--- src/hdl/evfd_pkg.sv ---
package evfd_pkg;

	localparam int CAPACITY = 64;
	localparam int IDX_W    = $clog2(CAPACITY);
	localparam int CNT_W    = $clog2(CAPACITY + 1);

	// reset value of the discard mask: the discardable type bit
	localparam logic [31:0] DISCARD_MASK_RESET = 32'h8000_0000;

	localparam logic OP_ENQ = 1'b0;
	localparam logic OP_DEQ = 1'b1;

	localparam logic [2:0] ST_ENQ         = 3'd0;
	localparam logic [2:0] ST_ENQ_DISCARD = 3'd1;
	localparam logic [2:0] ST_FULL        = 3'd2;
	localparam logic [2:0] ST_DEQ         = 3'd3;
	localparam logic [2:0] ST_EMPTY       = 3'd4;

	typedef struct packed {
		logic        operation;
		logic [31:0] event_type;
		logic [31:0] event_data;
		logic [31:0] release_handle;
	} in_item_t;

	typedef struct packed {
		logic [2:0]  status;
		logic [31:0] out_type;
		logic [31:0] out_data;
		logic [31:0] out_release;
		logic [31:0] dropped_data;
		logic [31:0] dropped_release;
	} out_item_t;

	typedef struct packed {
		logic [31:0] etype;
		logic [31:0] edata;
		logic [31:0] erel;
	} entry_t;

	typedef struct packed {
		logic             wr_en;
		logic [IDX_W-1:0] wr_addr;
		entry_t           wr_entry;
		logic             rd_en;
		logic [IDX_W-1:0] rd_addr;
	} store_req_t;

endpackage

--- src/hdl/evfd_seq.sv ---
module evfd_seq (
	input  logic                 clk,
	input  logic                 arst_n,
	input  logic [31:0]          mask,
	input  logic                 in_valid,
	output logic                 in_ready,
	input  evfd_pkg::in_item_t   in_item,
	output logic                 res_valid,
	input  logic                 res_ready,
	output evfd_pkg::out_item_t  res_item,
	output evfd_pkg::store_req_t st_req,
	input  evfd_pkg::entry_t     st_rd
);
	import evfd_pkg::*;

	typedef enum logic [7:0] {
		S_IDLE   = 8'b0000_0001,
		S_EQ_POP = 8'b0000_0010,
		S_EQ_APP = 8'b0000_0100,
		S_DQ_FIN = 8'b0000_1000,
		S_SC_CMP = 8'b0001_0000,
		S_FX1    = 8'b0010_0000,
		S_FX2    = 8'b0100_0000,
		S_DONE   = 8'b1000_0000
	} state_t;

	state_t           state_q;
	logic [IDX_W-1:0] head_q, tail_q, cur_q, slot_q, n_q;
	logic [CNT_W-1:0] count_q, fsp_q, fresh_q;
	in_item_t         item_q;
	out_item_t        res_q;
	out_item_t        res_init;

	// link memories and free-slot stack
	logic [IDX_W-1:0] nxt_mem [CAPACITY];
	logic [IDX_W-1:0] prv_mem [CAPACITY];
	logic [IDX_W-1:0] fstk_mem [CAPACITY];
	logic [IDX_W-1:0] nxt_rd_q, prv_rd_q, fstk_rd_q;

	logic             nw_en, nr_en, pw_en, pr_en, fw_en, fr_en;
	logic [IDX_W-1:0] nw_addr, nw_data, nr_addr, pw_addr, pw_data, pr_addr;
	logic [IDX_W-1:0] fw_addr, fw_data, fr_addr;

	logic             accept, is_full, hit, last_step;
	logic [IDX_W-1:0] fsp_top;

	assign accept    = in_valid && in_ready;
	assign in_ready  = (state_q == S_IDLE);
	assign is_full   = (count_q == CNT_W'(CAPACITY));
	assign hit       = |(st_rd.etype & mask);  // the shared compare unit
	assign last_step = (n_q == IDX_W'(CAPACITY - 1));
	assign fsp_top   = fsp_q[IDX_W-1:0] - IDX_W'(1);
	assign res_valid = (state_q == S_DONE);
	assign res_item  = res_q;

	always_comb begin
		res_init = '0;
		if (in_item.operation == OP_DEQ && count_q == '0)
			res_init.status = ST_EMPTY;
	end

	always_ff @(posedge clk) begin
		if (nw_en)
			nxt_mem[nw_addr] <= nw_data;
		if (nr_en)
			nxt_rd_q <= nxt_mem[nr_addr];
		if (pw_en)
			prv_mem[pw_addr] <= pw_data;
		if (pr_en)
			prv_rd_q <= prv_mem[pr_addr];
		if (fw_en)
			fstk_mem[fw_addr] <= fw_data;
		if (fr_en)
			fstk_rd_q <= fstk_mem[fr_addr];
	end

	always_comb begin
		st_req  = '0;
		nw_en   = 1'b0;
		nw_addr = '0;
		nw_data = '0;
		nr_en   = 1'b0;
		nr_addr = '0;
		pw_en   = 1'b0;
		pw_addr = '0;
		pw_data = '0;
		pr_en   = 1'b0;
		pr_addr = '0;
		fw_en   = 1'b0;
		fw_addr = '0;
		fw_data = '0;
		fr_en   = 1'b0;
		fr_addr = '0;
		case (state_q)
			S_IDLE: begin
				if (accept) begin
					if (in_item.operation == OP_DEQ) begin
						st_req.rd_en   = (count_q != '0);
						st_req.rd_addr = head_q;
						nr_en          = (count_q != '0);
						nr_addr        = head_q;
					end else if (is_full) begin
						st_req.rd_en   = 1'b1;
						st_req.rd_addr = head_q;
						nr_en          = 1'b1;
						nr_addr        = head_q;
						pr_en          = 1'b1;
						pr_addr        = head_q;
					end else begin
						fr_en   = (fsp_q != '0);
						fr_addr = fsp_top;
					end
				end
			end
			S_SC_CMP: begin
				if (!hit && !last_step) begin
					st_req.rd_en   = 1'b1;
					st_req.rd_addr = nxt_rd_q;
					nr_en          = 1'b1;
					nr_addr        = nxt_rd_q;
					pr_en          = 1'b1;
					pr_addr        = nxt_rd_q;
				end
			end
			S_FX1: begin
				// unlink the victim
				nw_en   = (cur_q != head_q);
				nw_addr = prv_rd_q;
				nw_data = nxt_rd_q;
				pw_en   = (cur_q != tail_q);
				pw_addr = nxt_rd_q;
				pw_data = prv_rd_q;
			end
			S_FX2: begin
				// victim's slot takes the new word at the tail
				nw_en                   = 1'b1;
				nw_addr                 = tail_q;
				nw_data                 = cur_q;
				pw_en                   = 1'b1;
				pw_addr                 = cur_q;
				pw_data                 = tail_q;
				st_req.wr_en            = 1'b1;
				st_req.wr_addr          = cur_q;
				st_req.wr_entry.etype   = item_q.event_type;
				st_req.wr_entry.edata   = item_q.event_data;
				st_req.wr_entry.erel    = item_q.release_handle;
			end
			S_EQ_APP: begin
				nw_en                   = (count_q != '0);
				nw_addr                 = tail_q;
				nw_data                 = slot_q;
				pw_en                   = 1'b1;
				pw_addr                 = slot_q;
				pw_data                 = tail_q;
				st_req.wr_en            = 1'b1;
				st_req.wr_addr          = slot_q;
				st_req.wr_entry.etype   = item_q.event_type;
				st_req.wr_entry.edata   = item_q.event_data;
				st_req.wr_entry.erel    = item_q.release_handle;
			end
			S_DQ_FIN: begin
				fw_en   = 1'b1;
				fw_addr = fsp_q[IDX_W-1:0];
				fw_data = head_q;
			end
			default: ;
		endcase
	end

	// payload registers
	always_ff @(posedge clk) begin
		case (state_q)
			S_IDLE: begin
				if (accept) begin
					item_q <= in_item;
					res_q  <= res_init;
					cur_q  <= head_q;
					slot_q <= fresh_q[IDX_W-1:0];
				end
			end
			S_EQ_POP: slot_q <= fstk_rd_q;
			S_EQ_APP: res_q.status <= ST_ENQ;
			S_DQ_FIN: begin
				res_q.status      <= ST_DEQ;
				res_q.out_type    <= st_rd.etype;
				res_q.out_data    <= st_rd.edata;
				res_q.out_release <= st_rd.erel;
			end
			S_SC_CMP: begin
				if (hit) begin
					res_q.status          <= ST_ENQ_DISCARD;
					res_q.dropped_data    <= st_rd.edata;
					res_q.dropped_release <= st_rd.erel;
				end else if (last_step) begin
					res_q.status <= ST_FULL;
				end else begin
					cur_q <= nxt_rd_q;
				end
			end
			default: ;
		endcase
	end

	always_ff @(posedge clk or negedge arst_n) begin
		if (!arst_n) begin
			state_q <= S_IDLE;
			head_q  <= '0;
			tail_q  <= '0;
			count_q <= '0;
			fsp_q   <= '0;
			fresh_q <= '0;
			n_q     <= '0;
		end else begin
			case (state_q)
				S_IDLE: begin
					if (accept) begin
						n_q <= '0;
						if (in_item.operation == OP_DEQ)
							state_q <= (count_q == '0) ? S_DONE : S_DQ_FIN;
						else if (is_full)
							state_q <= S_SC_CMP;
						else if (fsp_q != '0)
							state_q <= S_EQ_POP;
						else begin
							fresh_q <= fresh_q + CNT_W'(1);
							state_q <= S_EQ_APP;
						end
					end
				end
				S_EQ_POP: begin
					fsp_q   <= fsp_q - CNT_W'(1);
					state_q <= S_EQ_APP;
				end
				S_EQ_APP: begin
					if (count_q == '0)
						head_q <= slot_q;
					tail_q  <= slot_q;
					count_q <= count_q + CNT_W'(1);
					state_q <= S_DONE;
				end
				S_DQ_FIN: begin
					head_q  <= nxt_rd_q;
					count_q <= count_q - CNT_W'(1);
					fsp_q   <= fsp_q + CNT_W'(1);
					state_q <= S_DONE;
				end
				S_SC_CMP: begin
					if (hit)
						state_q <= S_FX1;
					else if (last_step)
						state_q <= S_DONE;
					else
						n_q <= n_q + IDX_W'(1);
				end
				S_FX1: begin
					if (cur_q == head_q)
						head_q <= nxt_rd_q;
					if (cur_q == tail_q)
						tail_q <= prv_rd_q;
					state_q <= S_FX2;
				end
				S_FX2: begin
					tail_q  <= cur_q;
					state_q <= S_DONE;
				end
				S_DONE: begin
					if (res_ready)
						state_q <= S_IDLE;
				end
				default: state_q <= S_IDLE;
			endcase
		end
	end

endmodule

--- config.mk ---
export PLATFORM = sky130hd
export DESIGN_NAME = evfd_seq
export DESIGN_NICKNAME = d
export VERILOG_FILES = /design/src/hdl/evfd_pkg.sv /design/src/hdl/evfd_seq.sv
export SDC_FILE = /design/constraint.sdc
export NUM_CORES = 2
export LEC_CHECK = 0
export BUFFER_PORTS_ARGS = -buffer_cell sky130_fd_sc_hd__buf_2
export CORE_UTILIZATION = 30
export DETAILED_ROUTE_END_ITERATION = 6
export SLEW_MARGIN = 20
export SYNTH_ARGS = -nofsm -noshare
export SYNTH_HDL_FRONTEND = slang
export SYNTH_SLANG_ARGS = --single-unit
--- constraint.sdc ---
create_clock -name clk -period 5.7 [get_ports clk]
set_input_delay 1.14 -clock clk [delete_from_list [all_inputs] [get_ports clk]]
set_output_delay 1.14 -clock clk [all_outputs]
set_load 0.01 [all_outputs]
Word-level counts from Yosys, hierarchy flattened
Memory sizes are Yosys's and may differ from the RTL's. A register that Yosys moved wholly into a read port is not among the register bits.
Index checks and enable logic that the tools add are counted.
- bits in registers: 318
- bits in writable memories: 1152
- input port bits: 229
- output and inout port bits: 275
- word-level logic and storage cells: 161
- memories: 3
- $add $sub $neg: 7
- equality and inequality tests: 23
- mux-type cells: 77
- bitwise logic cells: 4
- reduce and logical (&&, ||, !) cells: 29
- memories (name ; depth ; width ; rd ports ; clocked after Yosys merged registers in ; wr ports ; RTL line ; text):
    fstk_mem ; 64 ; 6 ; 1 ; 1 ; 1 ; evfd_seq.sv:37 ; logic [IDX_W-1:0] fstk_mem [CAPACITY];
    nxt_mem ; 64 ; 6 ; 1 ; 1 ; 1 ; evfd_seq.sv:35 ; logic [IDX_W-1:0] nxt_mem [CAPACITY];
    prv_mem ; 64 ; 6 ; 1 ; 1 ; 1 ; evfd_seq.sv:36 ; logic [IDX_W-1:0] prv_mem [CAPACITY];
- operator list (cell ; number):
    $pmux W103 S2 ; 1
    $pmux W96 S2 ; 1
    $mux W163 ; 1
    $mux W6 ; 22
    $pmux W64 S2 ; 1
    $pmux W6 S2 ; 6
    $mux W64 ; 1
    $pmux W6 S3 ; 3
    $mux W8 ; 6
    $pmux W8 S6 ; 1
    $pmux W7 S2 ; 3
    $and A32 B32 Y32 ; 1
    $reduce_or A32 Y1 ; 1
    $mux W7 ; 4
    $add A7 B1 Y7 const B ; 3
    $mux W1 ; 17
    $reduce_bool A7 Y1 ; 2
    $sub A7 B1 Y7 const B ; 2
    $eq A6 B6 Y1 ; 2
    $mux W3 ; 4
    $ne A2 B2 Y1 const B ; 6
    $ne A6 B6 Y1 ; 2
    $pmux W3 S4 ; 1
    $reduce_and A3 Y1 ; 4
    other kinds (29) ; 45

Logic depth before layout (Yosys ltp)
- depth in word-level cells: 6
- gate-level depth with buffers: 16
- mapped depth without buffers: 12

Worst setup path after synthesis
Ideal clock, no wire load.
- kind: input -> register
- start: input port st_rd[70] (netlist name)
- end: register res_q (netlist bit res_item[0]) (enable)
- library setup time: 0.507 ns
- arrival: 4.874 ns
- required time: 5.193 ns
- setup slack: 0.319 ns
- stages on the path: 6
- path buffers: 2
- cells stage by stage: a22oi_1 nand4_1 nor4_2 buf_2 buf_4 a21oi_1
- word-level cells in the longest chain between the ends: 4
- RTL lines (element ; RTL line ; text):
    start, declared ; evfd_seq.sv:12 ; input evfd_pkg::entry_t st_rd
    $and A32 B32 Y32 ; evfd_seq.sv:50 ; assign hit = |(st_rd.etype & mask);
    $reduce_or A32 Y1 ; evfd_seq.sv:50 ;
    $ne A2 B2 Y1 (no line) ; - ;
    $reduce_and A3 Y1 (no line) ; - ;
    end signal, assigned ; evfd_seq.sv:176 ; res_q <= res_init;
    end, declared ; evfd_seq.sv:31 ; out_item_t res_q;
Every way passes these cells.
A chain may end at the register's enable or synchronous reset.

==> results.md <==
* Status: completed
* Dpl hpwl at between 100 and 150 mm
* DR DRC count at 0
* Resize count post-CTS at 0
* DR pass1 iterations at 6
* Synth Area per Inst at 13.6 um2
* Worst min path class: in2async
* First-pass GRT wire length at between 200 and 300 mm
* Worst Reg-to-Reg Cells at 10
* Initial antenna violation count at 21
* Tightest Pin Transition at 1.14 ns
* Root Driver: clkbuf_16
* Post-Syn Area at roughly 61000 um2
* GP Congestion at between 0.8 and 0.9
* Layout filler cell count at between 15000 and 20000
* Fin. max-slew vios at 0
* Die X at around 450 um
* Cells after DPL at approximately 7500
* Slowest-stage cell, CP: buf_4
* Final #Nets at roughly 5300
* Critical setup path kind: reg2out
* FF+latch count, synth at between 1000 and 1500
* Layout Skew at ~0.055 ns
* Count of clock tree sinks at approximately 1500
* Final hold viol count at 0
* Synth Instances at around 4500
* FF-to-FF Start: state_q[4]$_DFFE_PN0P_
* Worst-path clk slew at around 0.07 ns
* Ys flop type: edfxtp_1
* Most frequent cells in the layout: 1441 x edfxtp_1, 720 x nand2_1, 503 x buf_2
* Mux cell area share after synthesis at approximately 2.2%
* Post-synthesis adder-cell area fraction at 0.434%
* Critical Path Start Type: flip-flop
* Worst path arrival time at ~4.3 ns
* CP Data Required Time at 4.56 ns
* CP Cell Sequence: nor2_1, nand2_1, nor3_1, and3b_1, or2_4, buf_4, and2_1, buf_2
* Max VDD drop at roughly 0.33 mV
* Num CTS Buffers at ~150
* Fin util at 35.7%
* Core footprint at 202000 um2
* Die area at between 200000 and 250000 um2
* Final number of setup-violating endpoints at 0
* Layout cells sized above 1 at around 18%
* Reg2reg setup slack at approximately 0.8 ns
* Die height at 453 um
* Unique masters post-synth at approximately 90
* Final ANT Viol Nets at 0
* Syn nets at approximately 4700
* First DRT Iteration DRCs at 4631
* Fmax at between 150 and 200 MHz
* Async SR Flop Fraction at 3.09%
* CTS max path bufs at 3
* Synthesis-to-layout area growth at 18.2%
* CP top delay family: simple AND/OR/NAND/NOR gates
* CP Buf/Inv Count at 2
* Vias in the first global route at between 30000 and 40000
* Ys Warns at 0
* Tot GR Track Use at 16.9%
* Wire per inst at 22.9 um
* Period utilisation layout at a little over nine tenths
* Worst Path Max Fanout at 98
* Worst skew pair latency at 0.82 ns
* Vias at about 40000
* RSZ-0062 raised after global routing: false
* P_leak at ~26 nW
* EDFF count, synth at ~1400
* Post-CTS setup buffer count at 0
* Minimum clock period at 5.44 ns
* CTS H-Tree Depth at 4
* # hold bufs at CTS at 0
* Largest net degree at the start of global routing at 100
* Setup TNS at 0 ns
* Seq. cell area at about 44000 um2
* Final WL at between 150 and 200 mm
* Max incr delay on CP at approximately 0.65 ns
* Commonest non-fill, non-tap cell in the layout: edfxtp_1
* Initial Util at between 30% and 40%
* Synth Area in Compound Gates at about 8.5%
* Slew HR at 23.7%
* Num rows at about 170
* Via/cell ratio at just over 5
* Port bufs at 503
* Critical Path Source: state_q[4]$_DFFE_PN0P_
* Post-Synth Simple-Gate Area at around 13%
* Max cap viols at 0
* Multi-input logic area at around 16000 um2
* Worst reg2reg endpoint: nxt_mem[39][1]$_DFFE_PP_
* Post-Layout Cell Count at around 7800
* Num ports at 504
* Pwr Density at 410 nW/um2
* GR Overflow Total at 0
* TritonCTS clock tree: built
* Largest family of logic cells by synthesized area: simple AND/OR/NAND/NOR gates
* Xor and xnor area share after synthesis at less than 1%
* Critical path depth at 8
* Worst Setup End Kind: output pin
* Sequential fraction of the synthesis area at roughly 73%
==> synthesized netlist by cell type, types with 44 or more instances <==
cell | instances | area share, %
edfxtp_1 | 1441 | 71
nand2_1 | 721 | 4.4
nor2_1 | 338 | 2.1
and2_1 | 272 | 2.8
nand3_1 | 211 | 1.7
a21oi_1 | 164 | 1.3
clkbuf_1 | 158 | 0.97
o21ai_0 | 132 | 1.1
mux2i_1 | 104 | 1.7
buf_2 | 79 | 0.65
a31oi_1 | 63 | 0.65
a32oi_1 | 56 | 0.80
a22oi_1 | 47 | 0.58
and3_1 | 47 | 0.48
dfrtp_1 | 45 | 1.8
a211oi_1 | 44 | 0.54
==> how the worst max path moves through the flow <==
| stage | end |
|---|---|
| after floorplan | res_item[0]$_SDFFCE_PP0P_ |
| after global placement | prv_rd_q[0]$_DFFE_PP_ |
| after detailed placement | prv_rd_q[0]$_DFFE_PP_ |
| after CTS | st_req[15] |
| after global routing | st_req[15] |
| final | st_req[15] |
==> per-stage QoR <==
stage | setup slack, ns | cell area, um2 | power, mW | hold WS (ns)
after floorplan | 0.319 | 61100 | 17.1 | 0.440
after global placement | 0.163 | 67100 | 19.6 | 0.454
after detailed placement | 0.163 | 67100 | 19.7 | 0.465
after CTS | 0.280 | 72100 | 29.8 | 0.397
after global routing | 0.0271 | 72100 | 30.7 | 0.448
final | 0.260 | 72200 | 29.6 | 0.426
==> power breakdown <==
part           total [mW]  switching (mW)  internal, mW
combinational        5.62            3.85          1.78
clock                10.1            4.36          5.75
sequential           13.9           0.629          13.2
==> worst register-to-register path, cell delays in order, from the launching register on <==
cell and delay [ns]:
dfrtp_1 0.43, nor2_1 0.35, nand2_1 0.16, nor3_1 0.21, and3b_1 0.63, or2_4 0.32, a22oi_1 0.28, inv_2 0.26
buf_4 0.60, nand3_1 0.66, nor2_1 0.68
==> sequential cells by signal (all words and copies together) (netlist names), 7 cells and up <==
| register | count |
|---|---|
| fstk_mem | 384 |
| nxt_mem | 384 |
| prv_mem | 384 |
| res_item | 163 |
| item_q | 96 |
| state_q | 8 |
| count_q | 7 |
| fsp_q | 7 |
==> layout make-up <==
class | instances | area share [%]
flip-flops and latches | 1487 | 61.6
multi-input cells | 2707 | 21.5
clock buffers | 184 | 5.50
repair buffers | 630 | 5.08
well taps | 2672 | 4.63
clock inverters | 91 | 1.49
inverters | 32 | 0.175
diodes | 11 | 0.0381
==> kinds of logic after synthesis <==
group / count (synthesis)
AND/OR/NAND/NOR: 1760
AO/OA/AOI/OAI: 758
XOR/XNOR: 36
flip-flops: 1487
buffers and inverters: 299
multiplexers: 133
adder cells (fa/ha/maj): 20
==> metal layers <==
layer  track usage [%]  vias up  wire length [um]
met4              5.75        2              5170
met3              3.04      284             14000
met2              27.6     1919             85900
met5                 0        -                13
li1                  -    17800                 -
met1              22.5    19900             73700
Power figures use the tool's default switching activity.
